$ cat config.mk
export PLATFORM = sky130hd
export DESIGN_NAME = ljpf_mul
export DESIGN_NICKNAME = d
export VERILOG_FILES = /design/src/rtl/ljpf_pkg.sv /design/src/rtl/ljpf_mul.sv
export SDC_FILE = /design/constraint.sdc
export NUM_CORES = 2
export LEC_CHECK = 0
export BUFFER_PORTS_ARGS = -buffer_cell sky130_fd_sc_hd__clkbuf_2
export CAP_MARGIN = 20
export CORE_ASPECT_RATIO = 0.7
export CORE_MARGIN = 4
export CORE_UTILIZATION = 40
export CTS_CLUSTER_DIAMETER = 30
export DETAILED_ROUTE_END_ITERATION = 12
export SYNTH_ARGS = -nofsm -noshare
export SYNTH_HDL_FRONTEND = slang
export SYNTH_SLANG_ARGS = --single-unit
$ cat constraint.sdc
create_clock -name clk -period 22 [get_ports clk]
set_input_delay 6.6 -clock clk [delete_from_list [all_inputs] [get_ports clk]]
set_output_delay 6.6 -clock clk [all_outputs]
set_load 0.005 [all_outputs]
$ cat src/rtl/ljpf_pkg.sv
`timescale 1ns / 1ps
package ljpf_pkg;

	localparam int PARTICLES = 1024;
	localparam int PTR_W     = $clog2(PARTICLES);

	typedef enum logic [1:0] {
		SH_0,
		SH_16,
		SH_32
	} shift_t;

	typedef enum logic [3:0] {
		S_CLEAR,
		S_IDLE,
		S_MUL_GO,
		S_MUL_WAIT,
		S_DIV_GO,
		S_DIV_WAIT,
		S_RD_A,
		S_WR_A,
		S_RD_B,
		S_WR_B,
		S_GET,
		S_GET_CLR
	} state_t;

	typedef enum logic [3:0] {
		ST_SQ_X,
		ST_SQ_Y,
		ST_SQ_Z,
		ST_I4,
		ST_I6,
		ST_A1,
		ST_T1,
		ST_T2,
		ST_H,
		ST_F_X,
		ST_F_Y,
		ST_F_Z
	} step_t;

	typedef struct packed {
		logic signed [47:0] x;
		logic signed [47:0] y;
		logic signed [47:0] z;
	} force_vec_t;

	typedef struct packed {
		logic [31:0] repel;
		logic [31:0] attract;
	} coef_pair_t;

endpackage

$ cat src/rtl/ljpf_mul.sv
`timescale 1ns / 1ps
module ljpf_mul (
	input  logic              clk,
	input  logic              arst_n,
	input  logic              go,
	input  logic [63:0]       op_a,
	input  logic [63:0]       op_b,
	input  ljpf_pkg::shift_t  shift,
	output logic [63:0]       prod,
	output logic              sat,
	output logic              done
);
	import ljpf_pkg::*;

	logic [63:0]  a_q, b_q;
	shift_t       shift_q;
	logic [2:0]   cnt_q;
	logic         run_q;
	logic [63:0]  pp_s1;
	logic [1:0]   pos_s1;
	logic [127:0] acc_q;
	logic [31:0]  a_half, b_half;
	logic [127:0] pp_wide;
	logic [63:0]  res;
	logic         res_sat;

	assign a_half = cnt_q[1] ? a_q[63:32] : a_q[31:0];
	assign b_half = cnt_q[0] ? b_q[63:32] : b_q[31:0];

	always_comb begin
		case (pos_s1)
			2'd0:    pp_wide = {64'd0, pp_s1};
			2'd1:    pp_wide = {32'd0, pp_s1, 32'd0};
			default: pp_wide = {pp_s1, 64'd0};
		endcase
	end

	always_comb begin
		case (shift_q)
			SH_0: begin
				res_sat = |acc_q[127:64];
				res     = acc_q[63:0];
			end
			SH_16: begin
				res_sat = |acc_q[127:80];
				res     = acc_q[79:16];
			end
			default: begin
				res_sat = |acc_q[127:96];
				res     = acc_q[95:32];
			end
		endcase
	end

	always_ff @(posedge clk or negedge arst_n) begin
		if (!arst_n) begin
			run_q <= 1'b0;
			cnt_q <= 3'd0;
			done  <= 1'b0;
		end else begin
			done <= 1'b0;
			if (go) begin
				run_q <= 1'b1;
				cnt_q <= 3'd0;
			end else if (run_q) begin
				cnt_q <= cnt_q + 3'd1;
				if (cnt_q == 3'd5) begin
					run_q <= 1'b0;
					done  <= 1'b1;
				end
			end
		end
	end

	always_ff @(posedge clk) begin
		if (go) begin
			a_q     <= op_a;
			b_q     <= op_b;
			shift_q <= shift;
			acc_q   <= '0;
		end else if (run_q) begin
			if (cnt_q < 3'd4) begin
				pp_s1  <= a_half * b_half;
				pos_s1 <= {1'b0, cnt_q[1]} + {1'b0, cnt_q[0]};
			end
			if (cnt_q >= 3'd1 && cnt_q <= 3'd4)
				acc_q <= acc_q + pp_wide;
			if (cnt_q == 3'd5) begin
				prod <= res_sat ? '1 : res;
				sat  <= res_sat;
			end
		end
	end

endmodule

Word-level counts from Yosys, hierarchy flattened:

Cells that the tools add are included.

* flip-flop bits (word level): 394
* word-level logic and storage cells: 45
* output and inout port bits: 66
* input bits: 133

* $add $sub $neg: 3
* reductions and logical operators: 10
* bitwise operators: 1
* equal/unequal tests: 3
* $mul: 1
* multiplexer cells: 13
* $lt $le $gt $ge: 3

Operators by type and width (count)
* one-hot mux 128 bit (2 select lines): 1
* adder 128 bit: 1
* one-hot mux 64 bit (2 select lines): 1
* multiplier 32 x 32 -> 64 bit: 1
* two-way mux 32 bit: 2
* OR reduction 64 bit: 1
* OR reduction 48 bit: 1
* OR reduction 32 bit: 1
* two-way mux 1 bit: 6
* two-way mux 3 bit: 2
* AND reduction 3 bit: 2
* equality test 2 x 1 -> 1 bit (second input constant): 2
* logical NOT 2 bit: 2
* adder 3 x 1 -> 3 bit (second input constant): 1
* equality test 3 bit (second input constant): 1
* >= comparator 3 x 1 -> 1 bit (second input constant): 1
* less-or-equal comparator 3 bit (second input constant): 1
* < comparator 3 bit (second input constant): 1
* adder 1 x 1 -> 2 bit: 1
* one-hot mux 1 bit (2 select lines): 1
* AND reduction 2 bit: 1
* nonzero test 2 bit: 1
* logical AND 1 bit: 1
* inverter 1 bit: 1

Depth between registers and ports, before layout:

* depth in word-level cells: 4
* depth in mapped cells: 34
* mapped depth without buffers: 30

Worst setup path before layout:

Ideal clock, no wire load.

* path type: input-to-reg
* from: in go
* to: reg pos_s1[0], enable pin
* data required time: 21.510 ns
* path slack: 11.895 ns
* stages: 3
* setup time: 0.490 ns
* arrival time: 9.615 ns
* path buffers: 0
* cells stage by stage: inv_1 nand2_1 nor2_1

* longest elaborated chain between the ends: 2

RTL lines
* start: declaration: line ljpf_mul.sv:5 `input logic go,`
* inverter 1 bit (no line)
* AND reduction 3 bit (no line)
* end signal: assignment: line ljpf_mul.sv:84 `pos_s1 <= {1'b0, cnt_q[1]} + {1'b0, cnt_q[0]};`
* end: declaration: line ljpf_mul.sv:20 `logic [1:0] pos_s1;`

No other way between the ends.
A chain may end at the register's enable or synchronous reset.

Final worst setup path:

* from: reg cnt_q[0]
* to: reg pp_s1[56], data pin

* longest elaborated chain between the ends: 2

RTL lines
* start: declaration: line ljpf_mul.sv:17 `logic [2:0] cnt_q;`
* start signal: assignment: line ljpf_mul.sv:66 `cnt_q <= cnt_q + 3'd1;`
* two-way mux 32 bit: line ljpf_mul.sv:28 `assign b_half = cnt_q[0] ? b_q[63:32] : b_q[31:0];`
* multiplier 32 x 32 -> 64 bit: line ljpf_mul.sv:83 `pp_s1 <= a_half * b_half;`
* end signal: assignment: line ljpf_mul.sv:83
* end: declaration: line ljpf_mul.sv:19 `logic [63:0] pp_s1;`

No other way between the ends.

==> results <==
- Timing would allow up to a little under 0.1 GHz.
- The number of antenna violations at the first check in global routing came to 13.
- Routability-driven placement finished with a final weighted congestion of approximately 1.0.
- The type of destination of the critical path is a flip-flop.
- The y dimension of the die is around 320 µm.
- In this run, distinct cell masters in the synthesized netlist total between 90 and 100.
- The initial DRC count is roughly 5700.
- The routed design could run at a clock period as short as 10.12 ns.
- In the routed design, unresolved DRC markers number 0.
- The primary flip-flop cell chosen by synthesis mapping is edfxtp_1.
- The final routed wire length divided by cell count is about 26 µm.
- The final core utilization is 44.9%.
- For the final database, setup skew stands at 0.0390 ns.
- The transition time at the pin with the least slew margin is 1.10 ns.
- The cell at the root of the clock tree is clkbuf_16.
- The floorplan step defined a die boundary enclosing approximately 150000 µm².
- The worst register-to-register path begins at cnt_q[0].
- The number of buffers created by CTS is 93.
- In this run the tightest slew margin relative to its limit is 25.1%.
- The cell with the most instances on the worst path is fa_1.
- The share of final-layout standard cells stronger than drive strength 1 is approximately a tenth.
- The global routing met2 resource utilization is between 30% and 40%.
- The tree built by TritonCTS fans out to between 300 and 400 sinks.
- The core area is 141000 µm².
- Ranked by total cell area, the synthesized netlist is headed by fa_1 (31%), edfxtp_1 (14%), ha_1 (8.6%).
- The final route contains 48600 vias.
- The slowest stage of the critical path is the dfrtp_4 cell.
- Setup violations remaining at the end of the flow were counted as 0.
- The top cell type by total area after synthesis is fa_1.
- The worst setup path is of the flip-flop to flip-flop kind.
- The area overhead of the layout relative to synthesis is 10.8%.
- The number of nets in the final layout is 7864.
- The pin count of the biggest net entering global routing is 101.
- The busiest layer in global routing is met1.
- The number of buffers on the longest clock path is 3.
- The share of the clock period used by the worst path is 46.0%.
- The Yosys step of the flow raised 0 warnings.
- The first-pass GRT wire length is 323 mm.
- Data on the critical path arrives at its endpoint at between 10 and 15 ns.
- The worst setup path is launched from a flip-flop.
- The post-synthesis instance total is 6407.
- The flow ran to the end, and the final reports show no timing, DRC or antenna violations.
- Setup slack on the worst reg-to-reg path comes out at about 12 ns.
- The count of state elements after synthesis is 394.
- In this run the most critical hold path is launched from acc_q[118].
- Global routing finished with a remaining overflow of 0.
- The number of global-route vias before repair came to roughly 48000.
- Post-CTS repair changed the size of 0 cells.
- Setup repair after global routing left no endpoint under its margin.
- In this run the worst path has a maximum fanout of 35.
- The endpoint identified for the worst register-to-register timing path is pp_s1[56].
- The count of input and output buffers is 198.
- The top cell type by area accounts for 31.4% of the synthesized area.
- The hold violation total from the final report is 0.
- TritonCTS built the clock tree.
- In the global route stage, overall resource usage came out at 29.5%.
- During I/O placement, the number of pins put on the boundary was around 200.
- The number of hold buffers added after cts is 0.
- For this run, global-route usage on met1 was measured as 44.4%.
- Max-cap violations in this run came to 0.
- Using the TritonRoute via totals, the vias-per-cell ratio works out to just under 6.
- The final layout contains routed wiring with a total length of 222 mm.
- Before antenna repair, the detailed router went through 6 iterations.
- The post-synth design cell area is roughly 57000 µm².
- The detailed placer's ending HPWL is 175 mm.
- The number of slew-limit violations in the final report is 0.
- The post-synthesis net count is between 7000 and 8000.
- The data required time of the worst path is 22.43 ns.
- The worst hold path belongs to the class flip-flop to flip-flop.
- The initial utilization of the core area, before any placement, comes to 40.5%.
- For the final routed database, the setup TNS stands at 0 ns.
- Clock latency on the worst-skew pair, taken at its later pin, is 0.73 ns.
- Sequential elements use 18.4% of the synthesized area.
- The clock-pin transition on the worst setup and hold timing paths is 0.05 ns.
- The number of cells on the worst reg-to-reg path is 30.
- The share of synthesized flip-flops with an asynchronous set or reset is 1.27%.
- The worst hold path was traced through 2 stages.
- The width of the die is 460 µm.
- The global-route track usage on met3 is 12.6%.
- The post-CTS setup buffer count is 0.
- The initialized floorplan defines 115 standard-cell rows.
- After synthesis, the most frequently instantiated cells are inv_1 (947), nand2_1 (913), fa_1 (897).
- Counting flops with a built-in enable in the synthesized netlist gives approximately 260.
- The end of the worst hold path is acc_q[118].
- The H-tree depth is 3.
- The average instance in the mapped netlist occupies 8.92 µm².
- For this run, the slowest stage of the critical path takes 0.90 ns.
- The detail route stage leaves a number of antenna-violating nets equal to 0.
- The most frequent cell after synthesis is inv_1.
layer usage:
metal	part of all wire (%)	wire length (µm)	vias to the layer above
met3	15	33800	468
li1	-	-	20700
met5	0.14	304	-
met1	44	98400	24300
met2	37	82200	3085
met4	3.3	7430	17
logic make-up after synthesis:
kind of cell	count (synthesis)	share of synthesized area, %
DFF	394	18.4
muxes	287	5.31
xor gates and xnor gates	166	2.54
buffers and inverters	1293	8.59
and+or+nand+nor	2061	15.2
adders and majority gates	1290	40.0
AOI/OAI and AO/OA	916	9.91
metrics by stage:
step | hold slack, ns | area, µm² | cells | setup WS (ns)
6_report | 0.478 | 63300 | 8393 | 11.88
5_1_grt | 0.500 | 63300 | 8392 | 11.55
4_1_cts | 0.481 | 63300 | 8391 | 12.03
3_5_place_dp | 0.473 | 60000 | 8218 | 12.09
3_3_place_gp | 0.466 | 60000 | 8218 | 12.17
2_1_floorplan | 0.442 | 57100 | 6407 | 11.90
worst max-delay path, delay by kind of cell (launching register included):
kind	cells	cell delay, ns
XOR/XNOR	1	0.16
flip-flops	1	0.90
multiplexers	1	0.29
AND/OR/NAND/NOR	1	0.14
adder cells (fa/ha/maj)	9	4.21
AO/OA/AOI/OAI	10	2.52
buffers and inverters	8	1.51
worst max path at each step:
stage | startpoint | end | slack, ns | cells after the start
floorplan | go | pos_s1[0] | 11.90 | 3
global placement | cnt_q[0] | pp_s1[56] | 12.17 | 30
detailed placement | cnt_q[0] | pp_s1[56] | 12.09 | 30
CTS | cnt_q[0] | pp_s1[56] | 12.03 | 30
global route | cnt_q[0] | pp_s1[56] | 11.55 | 30
finish | cnt_q[0] | pp_s1[56] | 11.88 | 30
final cells by class:
class / instances / area (µm²)
fillers: 13700 / 77800
multi-input cells: 4720 / 42000
flip-flops and latches: 394 / 10500
inverters: 949 / 3560
clock buffers: 105 / 2410
well taps: 1872 / 2340
repair buffers: 283 / 1650
clock inverters: 68 / 862
diodes: 2 / 5.00
layout by cell type (no fill, tap or decap), types with 18 or more instances in the layout:
cell       instances
a211oi_1          18
a21o_1           110
a21oi_1          333
a31oi_1           36
and2_1            79
and3_1            23
buf_4             84
clkbuf_16         94
clkbuf_2         197
dfxtp_1          128
edfxtp_1         261
fa_1             897
ha_1             393
inv_1            947
mux2_2           127
mux2i_1          107
mux2i_2           50
nand2_1          913
nand3_1           39
nand4_1           92
nor2_1           761
nor2b_1           19
nor3_1            31
nor4_1            24
o211ai_1          21
o21a_1            26
o21ai_0          186
o21ai_1           33
o21bai_1          54
or3_1             20
xnor2_1          105
xor2_1            61
flip-flops by register name, indices dropped and copies added (netlist names), 2 cells and up:
signal   count
pp_s1       64
shift_q      2
b_q         64
pos_s1       2
acc_q      128
prod        64
a_q         64
cnt_q        3
Power is left out: the tool's default activity adds up to more than one toggle a clock period on the data nets, which glitch-free logic cannot reach.
