[config.mk]
export PLATFORM = sky130hd
export DESIGN_NAME = ljpf_recip
export DESIGN_NICKNAME = d
export VERILOG_FILES = /design/src/rtl/ljpf_recip.sv
export SDC_FILE = /design/constraint.sdc
export NUM_CORES = 1
export LEC_CHECK = 0
export ABC_AREA = 1
export BUFFER_PORTS_ARGS = -buffer_cell sky130_fd_sc_hd__buf_4
export CAP_MARGIN = 25
export CORE_MARGIN = 2
export CORE_UTILIZATION = 45
export CTS_CLUSTER_SIZE = 14
export DETAILED_ROUTE_END_ITERATION = 10
export GPL_TIMING_DRIVEN = 0
export SLEW_MARGIN = 25
export SYNTH_ARGS = -nofsm -noshare
export SYNTH_HDL_FRONTEND = slang
export SYNTH_SLANG_ARGS = --single-unit
[constraint.sdc]
create_clock -name clk -period 4.1 [get_ports clk]
set_clock_uncertainty 0.1 [all_clocks]
set_input_delay 0.82 -clock clk [delete_from_list [all_inputs] [get_ports clk]]
set_output_delay 0.82 -clock clk [all_outputs]
set_load 0.01 [all_outputs]
[src/rtl/ljpf_recip.sv]
`timescale 1ns / 1ps
module ljpf_recip (
	input  logic        clk,
	input  logic        arst_n,
	input  logic        go,
	input  logic [47:0] r,
	output logic [63:0] q,
	output logic        sat,
	output logic        done
);
	logic [47:0] r_q;
	logic [47:0] rem_q;
	logic [5:0]  cnt_q;
	logic        run_q;
	logic [48:0] rem2;
	logic        ge;
	logic [48:0] rem_sub;

	assign rem2    = {rem_q, 1'b0};
	assign ge      = rem2 >= {1'b0, r_q};
	assign rem_sub = rem2 - {1'b0, r_q};

	always_ff @(posedge clk or negedge arst_n) begin
		if (!arst_n) begin
			run_q <= 1'b0;
			cnt_q <= 6'd0;
			done  <= 1'b0;
		end else begin
			done <= 1'b0;
			if (go) begin
				cnt_q <= 6'd0;
				if (r == 48'd1)
					done <= 1'b1;
				else
					run_q <= 1'b1;
			end else if (run_q) begin
				cnt_q <= cnt_q + 6'd1;
				if (cnt_q == 6'd63) begin
					run_q <= 1'b0;
					done  <= 1'b1;
				end
			end
		end
	end

	always_ff @(posedge clk) begin
		if (go) begin
			r_q   <= r;
			rem_q <= 48'd1;
			q     <= (r == 48'd1) ? '1 : '0;
			sat   <= (r == 48'd1);
		end else if (run_q) begin
			rem_q <= ge ? rem_sub[47:0] : rem2[47:0];
			q     <= {q[62:0], ge};
		end
	end

endmodule

* Word level (Yosys, flattened, before mapping)
Cells that the tools add are included.
Storage, ports and cells: register bits after elaboration 169, output and inout bits 66, logic and storage cells 28
Operators by class: $add $sub $neg 2, order comparisons 1, equal/unequal tests 3, mux-type cells 14, reductions and logical operators 1
Operators with widths (number):
- $mux W64 | 3
- $ge A49 B48 Y1 | 1
- $eq A48 B1 Y1 const B | 1
- $mux W48 | 1
- $sub A48 B48 Y48 | 1
- $mux W6 | 2
- $mux W1 | 8
- $add A6 B1 Y6 const B | 1
- $eq A6 B6 Y1 const B | 1
- $ne A2 B2 Y1 const B | 1
- $reduce_bool A2 Y1 | 1

* Logic depth before layout (Yosys ltp)
Gate-level depths: netlist of the first run.
word-level depth 4, depth in mapped cells 17

* Least setup slack after synthesis of the first run
No wires, ideal clock.
path kind input-to-reg, from input port go, to register q[0] (enable), library setup time 0.454 ns, data arrival time 3.319 ns, path slack 0.227 ns, cell stages on the path 4, buffers on the path 2, path through clkbuf_1 nor2_1 inv_1 clkbuf_1
On the way: longest elaborated chain between the ends 1
Ends and longest elaborated chain:
- from (decl) | RTL line 5 | input logic go,
- $reduce_bool A2 Y1 (no line)
- to (signal assigned) | RTL line 50 | q <= (r == 48'd1) ? '1 : '0;
- to (signal assigned) | RTL line 54 | q <= {q[62:0], ge};
- to (decl) | RTL line 7 | output logic [63:0] q,
Every way passes these cells. A chain may end at the register's enable or synchronous reset.

* Worst setup path after layout of the first run
from input port r[33], to register q[55] (data pin)
On the way: longest elaborated chain between the ends 3
Ends and longest elaborated chain:
- from (decl) | RTL line 6 | input logic [47:0] r,
- $eq A48 B1 Y1 | RTL line 50
- $mux W64 | RTL line 50
- $mux W64 | RTL line 47 | if (go) begin
Every way passes these cells.

==> impl_metrics.tcl, run 1 <==
set metrics [dict create \
    place_ws_ps 484.5 \
    path_cells "buf_4 -> nor4_1 -> nand4_1 -> nor3_1 -> nand2_1 -> clkbuf_1 -> buf_2 -> nand2_1" \
    fmax_mhz 316.3 \
    cp_top_family "simple AND/OR/NAND/NOR gates" \
    nets 1850 \
    worstSetupPathType "input port to flop" \
    drt_iter0_markers 799 \
    post_cts_buffers 0 \
    cp.arrival_ps 3370 \
    final_cell_count_no_fill 2086 \
    rr_worst_depth 14 \
    layout-drive-gt1-share 0.1186 \
    cp_data_required_time_ps 4310 \
    routabilityCongestion 0.9599 \
    root_buffer "clkbuf_16" \
    synthFlopType "edfxtp_1" \
    h-tree-depth 4 \
    io-pin-count 117 \
    end_kind "flop" \
    coreArea_um2 24390 \
    fp-row-count 57 \
    drc 0 \
    slew_headroom 0.4035 \
    tns_ps 0 \
    hold_class "input port to async pin" \
    grt_first_pass_wirelength_mm 50.83 \
    syn_area_per_cell_um2 6.943 \
    clock_path_buffers 2 \
    ys_warn_count 0 \
    vias 10090 \
    dp_cells 2054 \
    dp_hpwl_mm 25.64 \
    hold_buffers 0 \
    drt-vias-per-instance 4.836 \
    routed_wl_mm 32.22 \
    seq_area_frac_synth 0.4067 \
    antenna_found_initial 0 \
    synth_area_um2 11200 \
    area_delta_synth_final_pct 17.37 \
    grt_max_degree 52 \
    fp.dieH_um 161.8 \
    slowest_delay_ps 770 \
    cts_resized 0 \
    cp.depth 8 \
    grt_pass1_vias 9561 \
    clk_latency_ps 440 \
    fillers 2488 \
    grtUsageTotal 0.2518 \
    power_density_nw_per_um2 595.6 \
    routedWlPerCell_um 15.45 \
    yosys.cell_types.count 39 \
    setup_ws_ps 938.7 \
    total_leakage_power_uw 0.007282 \
    num_antenna_cells 0 \
    io_buffer_count 116 \
    gr-total-overflow 0 \
    synth_fp_nets 1714 \
    worst_pin_slew_ps 886.5 \
    start_util 0.4592 \
    critPathMostFrequentCell "nand2_1" \
    die_x_um 161.8 \
    synth_seq_cells 169 \
    period_share 0.7711 \
    drtPass1Iterations 7 \
    max_cap_viol_count 0 \
    async_flop_share 0.04734 \
    drtAntennaViolNets 0 \
    cts_sinks 169 \
    outcome "complete, no violations" \
    setup_viol_count_final 0 \
    period_minus_slack_ps 3161 \
    rsz0062_at_grt "false" \
    crit_buf_inv 3 \
    synth-edff-count 113 \
    synthCells 1613 \
    slew_violations 0 \
    cts_tree "done" \
    die-area_um2 26170 \
    cts_inserted_buffers 17 \
    cp-start-kind "input port" \
    clk_pin_slew_ps 80 \
    vdd_ir_drop_max_v 0.0002415 \
    critPathMaxFanout 10 \
    cpMaxStageDelayCell "nor4_1" \
    hold_viol_final 0 \
]
-- cell usage after synthesis, types with 2 or more instances --
library cell  number  share of area
edfxtp_1         113           0.30
inv_2              5         0.0017
nand3_1          111          0.050
nand3b_1          26          0.017
nor4_1            12         0.0067
a21oi_1           29          0.013
xnor2_1           22          0.017
clkbuf_1          17         0.0057
o21a_1             3         0.0020
nand2_1          653           0.22
nor2_4             5         0.0050
nor2_1            89          0.030
nand3_2            5         0.0045
buf_6             10          0.010
o21ai_0           15         0.0067
nand4_1           15         0.0084
o21ai_1            9         0.0040
o21bai_1           4         0.0027
nor2_2             8         0.0045
nand2_4            2         0.0020
dfxtp_1           48          0.086
nor3_1             6         0.0027
inv_1            316           0.11
ha_1              49          0.055
nand2_2            8         0.0045
dfrtp_1            8          0.018
buf_2             13         0.0058
-- power breakdown --
| part | total [uW] | internal [uW] | switching, uW |
|---|---|---|---|
| Sequential | 2210 | 2060 | 154 |
| Clock | 1770 | 904 | 866 |
| Combinational | 3850 | 1340 | 2500 |
-- cells by family (layout without fill, tap and decap cells) --
| group | after synthesis | in the layout | synth area share |
|---|---|---|---|
| AO/OA/AOI/OAI | 65 | 65 | 0.03195 |
| adder cells (fa/ha/maj) | 50 | 50 | 0.05653 |
| XOR/XNOR | 23 | 23 | 0.01799 |
| buffers and inverters | 362 | 511 | 0.1295 |
| AND/OR/NAND/NOR | 944 | 944 | 0.3574 |
| flip-flops | 169 | 169 | 0.4067 |
-- path summary, 6_finish.rpt --
check                                         end  slack (ps)                   start
setup / recovery                  q[55]$_DFFE_PP_         940                   r[33]
hold / removal               cnt_q[5]$_DFFE_PN0P_          80                  arst_n
setup reg to reg           rem_q[44]$_SDFFE_PP0P_        1360       r_q[46]$_DFFE_PP_
hold reg to reg            rem_q[27]$_SDFFE_PP0P_         370  rem_q[27]$_SDFFE_PP0P_
max in group asynchronous    cnt_q[1]$_DFFE_PN0P_        3680                  arst_n
min in group clk           rem_q[27]$_SDFFE_PP0P_         370  rem_q[27]$_SDFFE_PP0P_
-- through the flow --
stage | power [uW] | instance area, um^2 | hold slack, ps | util
floorplan | 4993 | 11200 | 343.0 | -
global placement | 6006 | 12480 | 358.0 | 0.5115
detailed placement | 6026 | 12510 | 362.0 | 0.5128
CTS | 7824 | 13150 | 69.03 | 0.5389
global route | 8430 | 13150 | 68.40 | 0.5389
finish | 7829 | 13150 | 80.81 | 0.5389
-- registers in the layout, summed over array words and instances (netlist names) --
name / flops
sat: 1
rem_q: 48
r_q: 48
q: 64
cnt_q: 6
done: 1
run_q: 1
-- layout make-up --
type                            count  area [um^2]  area share
Buffer                             40        245.2     0.01866
Tap cell                          324        405.4     0.03084
Clock inverter                     15        212.7     0.01618
Timing Repair Buffer              117        898.4     0.06834
Multi-Input combinational cell   1082         5195      0.3952
Clock buffer                       17        425.4     0.03236
Inverter                          322         1209     0.09195
Sequential cell                   169         4554      0.3465
-- cells in the final DEF, fill, tap and decap left out, drive strengths merged --
cell,instances
a211oi,1
a21oi,30
a22o,1
and2,1
buf,140
bufinv,1
clkbuf,34
clkinv,5
dfrtp,8
dfxtp,48
edfxtp,113
fa,1
ha,49
inv,331
nand2,663
nand3,117
nand3b,26
nand4,15
nor2,102
nor3,6
nor4,12
nor4b,1
o211ai,1
o21a,3
o21ai,24
o21bai,4
o31ai,1
or2,1
xnor2,22
xor2,1
-- routing by layer --
layer | GRT usage | routed length [um] | vias up
met3 | 0.04290 | 1984 | 44
met1 | 0.3603 | 15500 | 4539
li1 | - | - | 5236
met5 | 0 | 0 | -
met2 | 0.3838 | 13720 | 268
met4 | 0.09131 | 1020 | 0
No activity file was read; power rests on OpenSTA's default activity.
==> run 2, diff against run 1 <==
- PLACE_DENSITY: default -> 0.66
- clock period: 4.1 -> 2.7 ns (I/O delays scaled with it)
==> impl_metrics.tcl, run 2 (synthesis results as in run 1) <==
set metrics [dict create \
    outcome "complete, no violations" \
    slew_headroom 0.4998 \
    r2r-start "r_q[40]$_DFFE_PP_" \
    io_buffer_count 116 \
    r2r-end "rem_q[32]$_SDFFE_PP0P_" \
    nets 1852 \
    slew_violations 0 \
    design_area_um2 13240 \
    grt_first_pass_wirelength_mm 51.95 \
    largest_reg_flops 64 \
    min_to "r_q[43]$_DFFE_PP_" \
    clock_path_buffers 2 \
    worstSetupPathType "flop to flop" \
    period_share 0.9530 \
    total_power_uw 11910 \
    cp_data_required_time_ps 2930 \
    vdd_ir_drop_max_v 0.0004527 \
    grt_pass1_vias 9998 \
    hold_class "input port to flop" \
    period_minus_slack_ps 2573 \
    regMostFlops "q" \
    fp-row-count 57 \
    cp.arrival_ps 2800 \
    rr_worst_depth 14 \
    end_kind "flop" \
    clk_pin_slew_ps 80 \
    hold_viol_final 0 \
    drt-vias-per-instance 4.909 \
    critPathMaxFanout 10 \
    placed_area_um2 12510 \
    start_util 0.4592 \
    fp.dieH_um 161.8 \
    max_cap_viol_count 0 \
    dp_cells 2054 \
    vias 10250 \
    cp-start-kind "flop" \
    final_cell_count_no_fill 2088 \
    grt_max_degree 53 \
    antenna_found_initial 0 \
    cts_sinks 169 \
    fmax_mhz 388.7 \
    power_density_nw_per_um2 899.4 \
    cts_inserted_buffers 17 \
    clk_latency_ps 450 \
    routedWlPerCell_um 15.73 \
    h-tree-depth 4 \
    root_buffer "clkbuf_16" \
    place_ws_ps -548.2 \
    die_x_um 161.8 \
    grtUsageTotal 0.2567 \
    fillers 2469 \
    area_delta_synth_final_pct 18.22 \
    dp_hpwl_mm 25.92 \
    die-area_um2 26170 \
    num_antenna_cells 0 \
    tns_ps 0 \
    drc 0 \
    total_leakage_power_uw 0.007291 \
    final_common_cell "nand2_1" \
    routabilityCongestion 1.015 \
    biggestRegsByFlops "q (64), r_q (48), rem_q (48)" \
    setup_ws_ps 127.0 \
    layout-drive-gt1-share 0.1287 \
    rsz0062_at_grt "false" \
    final_cell_mix "nand2_1 (651), inv_1 (316), buf_4 (117)" \
    drtPass1Iterations 5 \
    hold_path_depth 1 \
    min_from "r[43]" \
    drtAntennaViolNets 0 \
    io-pin-count 117 \
    setup_viol_count_final 0 \
    gr-total-overflow 0 \
    cts_tree "done" \
    coreArea_um2 24390 \
    worst_pin_slew_ps 750.3 \
    routed_wl_mm 32.85 \
    drt_iter0_markers 720 \
    rrSetupSlack_ps 130 \
]
-- run 2: per-layer routing --
layer	wire length [um]	share of wire	global-route usage
met3	2636	0.080	0.05388
met1	14870	0.45	0.3484
met5	0	0	0
met2	14160	0.43	0.4008
met4	1179	0.036	0.1058
-- run 2: cell type report --
| class | instances | area, um^2 | area share |
|---|---|---|---|
| plain buffers | 40 | 259.0 | 0.01956 |
| clock buffers | 17 | 425.4 | 0.03213 |
| clock inverters | 15 | 209.0 | 0.01578 |
| inverters | 322 | 1209 | 0.09129 |
| multi-input cells | 1082 | 5256 | 0.3970 |
| flip-flops and latches | 169 | 4554 | 0.3440 |
| well taps | 324 | 405.4 | 0.03062 |
| repair buffers | 119 | 922.1 | 0.06965 |
-- run 2: worst max path at each step --
stage                     depth (start not counted)                endpoint               from  slack [ps]
after floorplan                                   4          q[0]$_DFFE_PP_                 go         150
after global placement                            5         q[41]$_DFFE_PP_                 go       -1300
after detailed placement                          6         q[41]$_DFFE_PP_                 go        -550
after CTS                                        15  rem_q[41]$_SDFFE_PP0P_   r_q[1]$_DFFE_PP_          20
after global routing                             15  rem_q[45]$_SDFFE_PP0P_  r_q[24]$_DFFE_PP_           3
final                                            14  rem_q[32]$_SDFFE_PP0P_  r_q[40]$_DFFE_PP_         130
-- run 2: critical path: stages (launching register included) --
cell and delay [ps]:
edfxtp_1 360, inv_1 100, ha_1 320, nand2_1 150, inv_1 70, a21oi_1 190, nand2_1 130, nand2_1 90
nand3_2 90, nor2_4 190, buf_8 190, buf_6 170, nand3b_1 90, nand3_1 160, nand2_1 60
-- run 2: repair_timing --
| action | 4_1_cts | 5_1_grt |
|---|---|---|
| pin swaps | 0 | 1 |
| hold endpoints to repair | 8 | 0 |
| setup endpoints to repair | 54 | 124 |
| hold buffers | 1 | 0 |
| gates resized for setup | 3 | 23 |
| setup buffers | 0 | 1 |
-- run 2: where the power goes --
part           total [uW]  internal [uW]  switching [uW]
clock                2620           1290            1330
combinational        5930           2090            3840
sequential           3360           3130             234
-- run 2: through the flow --
stage	util	hold WS, ps
6_report	0.5428	182.0
5_1_grt	0.5428	171.4
4_1_cts	0.5396	168.8
3_5_place_dp	0.5128	267.1
3_3_place_gp	0.5115	265.9
2_1_floorplan	-	144.4
==> run 3, diff against run 2 <==
--- a/config.mk
+++ b/config.mk
@@ -10,9 +10,8 @@
 export CAP_MARGIN = 25
 export CORE_MARGIN = 2
-export CORE_UTILIZATION = 45
+export CORE_UTILIZATION = 35
 export CTS_CLUSTER_SIZE = 14
 export DETAILED_ROUTE_END_ITERATION = 10
 export GPL_TIMING_DRIVEN = 0
-export PLACE_DENSITY = 0.66
 export SLEW_MARGIN = 25
 export SYNTH_ARGS = -nofsm -noshare
==> constraint.sdc (replaced) <==
create_clock -name clk -period 2.7 [get_ports clk]
set_clock_uncertainty 0.1 [all_clocks]
set_input_delay 0.27 -clock clk [delete_from_list [all_inputs] [get_ports clk]]
set_output_delay 0.27 -clock clk [all_outputs]
set_load 0.01 [all_outputs]
==> impl_metrics.tcl, run 3 (synthesis results as in run 1) <==
set metrics [dict create \
    vias 10160 \
    cts_sinks 169 \
    p_int_uw 6566 \
    cts_inserted_buffers 17 \
    routed_wl_mm 32.79 \
    outcome "complete, no violations" \
    worst_hold_slack_ps 62.77 \
    root_buffer "clkbuf_16" \
    num_antenna_cells 0 \
    dp_hpwl_mm 25.67 \
    slew_violations 0 \
    clock_power_share 0.221 \
    cp-start-kind "flop" \
    regMostFlops "q" \
    grt_max_degree 51 \
    final_cell_mix "nand2_1 (653), inv_1 (316), buf_4 (117)" \
    grt_first_pass_wirelength_mm 52.30 \
    grtUsageTotal 0.2010 \
    io_buffer_count 116 \
    fmax_mhz 396.3 \
    hold_class "input port to async pin" \
    p_sw_uw 5189 \
    coreArea_um2 31560 \
    worstSetupPathType "flop to flop" \
    final_common_cell "nand2_1" \
    grt_pass1_vias 9932 \
    drt_iter0_markers 622 \
    area_delta_synth_final_pct 22.70 \
    drtAntennaViolNets 0 \
    nets 1899 \
    drtPass1Iterations 5 \
    rsz0062_at_grt "false" \
    drc 0 \
    tns_ps 0 \
    setup_viol_count_final 0 \
    layout-drive-gt1-share 0.1182 \
    routabilityCongestion 0.9345 \
    antenna_found_initial 0 \
    vdd_ir_drop_max_v 0.0005365 \
    clock_path_buffers 2 \
    max_cap_viol_count 0 \
    critPathMaxFanout 4 \
    period_minus_slack_ps 2524 \
    h-tree-depth 4 \
    final_cell_count_no_fill 2213 \
    drt-vias-per-instance 4.590 \
    dp_cells 2132 \
    slew_headroom 0.5370 \
    io-pin-count 117 \
    clk_latency_ps 460 \
    largest_reg_flops 64 \
    power_density_nw_per_um2 855.4 \
    combPwrFrac 0.493 \
    seqPwrFrac 0.286 \
    period_share 0.9347 \
    gr-total-overflow 0 \
    hold_viol_final 0 \
    biggestRegsByFlops "q (64), r_q (48), rem_q (48)" \
    clk_pin_slew_ps 80 \
    die-area_um2 33450 \
    worst_pin_slew_ps 694.5 \
    total_leakage_power_uw 0.007476 \
    fp-row-count 65 \
    swShare 0.4414 \
    fp.dieH_um 182.9 \
    start_util 0.3549 \
    cts_tree "done" \
    cp.arrival_ps 2780 \
    cp_data_required_time_ps 2950 \
    die_x_um 182.9 \
    end_kind "flop" \
    routedWlPerCell_um 14.82 \
]
-- run 3: worst paths after layout --
check                                  startpoint                      to  slack, ps  depth (start not counted)
setup / recovery                r_q[16]$_DFFE_PP_  rem_q[35]$_SDFFE_PP0P_        180                         13
hold / removal                             arst_n    cnt_q[2]$_DFFE_PN0P_         60                          2
setup reg to reg                r_q[16]$_DFFE_PP_  rem_q[35]$_SDFFE_PP0P_        180                         13
hold reg to reg            rem_q[17]$_SDFFE_PP0P_  rem_q[17]$_SDFFE_PP0P_        380                          2
max in group asynchronous                  arst_n       run_q$_DFFE_PN0N_       2290                          2
min in group clk                               go       r_q[17]$_DFFE_PP_        280                          1
-- run 3: critical path: stages (launching register included) --
cell and delay [ps]:
edfxtp_1 340, inv_1 50, ha_1 350, nand2_1 130
nor2_1 200, inv_1 60, nor2_1 290, nand4_1 190
nand3b_1 300, nand2_1 130, nand3_1 90, nand3_1 80
nand2_1 70, nand2_1 40
-- run 3: final cells by class --
class	count	area, um^2
plain buffers	40	252.7
clock inverters	15	201.4
repair buffers	166	1381
well taps	402	503.0
inverters	322	1209
fillers	3320	17810
flip-flops and latches	169	4554
multi-input cells	1082	5215
clock buffers	17	425.4
-- run 3: routing by layer --
metal,share of wire,track usage,wire length (um),up-vias
met1,0.46,0.2582,15120,4583
met4,0.019,0.06016,613,0
met2,0.45,0.3278,14870,209
met3,0.067,0.05898,2190,35
li1,-,-,-,5331
met5,0,0,0,-
-- run 3: stage by stage --
step	instance area (um^2)	setup slack [ps]	util	total power, uW
global route	13740	11.41	0.4355	12760
finish	13740	176.4	0.4355	11760
global placement	12570	-1022	0.3985	9034
detailed placement	12600	-377.8	0.3992	9078
CTS	13710	41.75	0.4346	11790
floorplan	11200	422.6	-	7581
-- run 3: power groups by stage --
stage               combinational, uW  sequential [uW]  clock, uW
detailed placement               5670             3400          0
floorplan                        4230             3350          0
finish                           5790             3360       2600
global route                     6590             3410       2770
global placement                 5640             3400          0
CTS                              5760             3360       2670
-- run 3: repair_timing --
item,CTS,global route
setup buffers,0,0
hold endpoints to repair,56,0
setup endpoints to repair,0,84
gates resized for setup,0,9
hold buffers,49,0
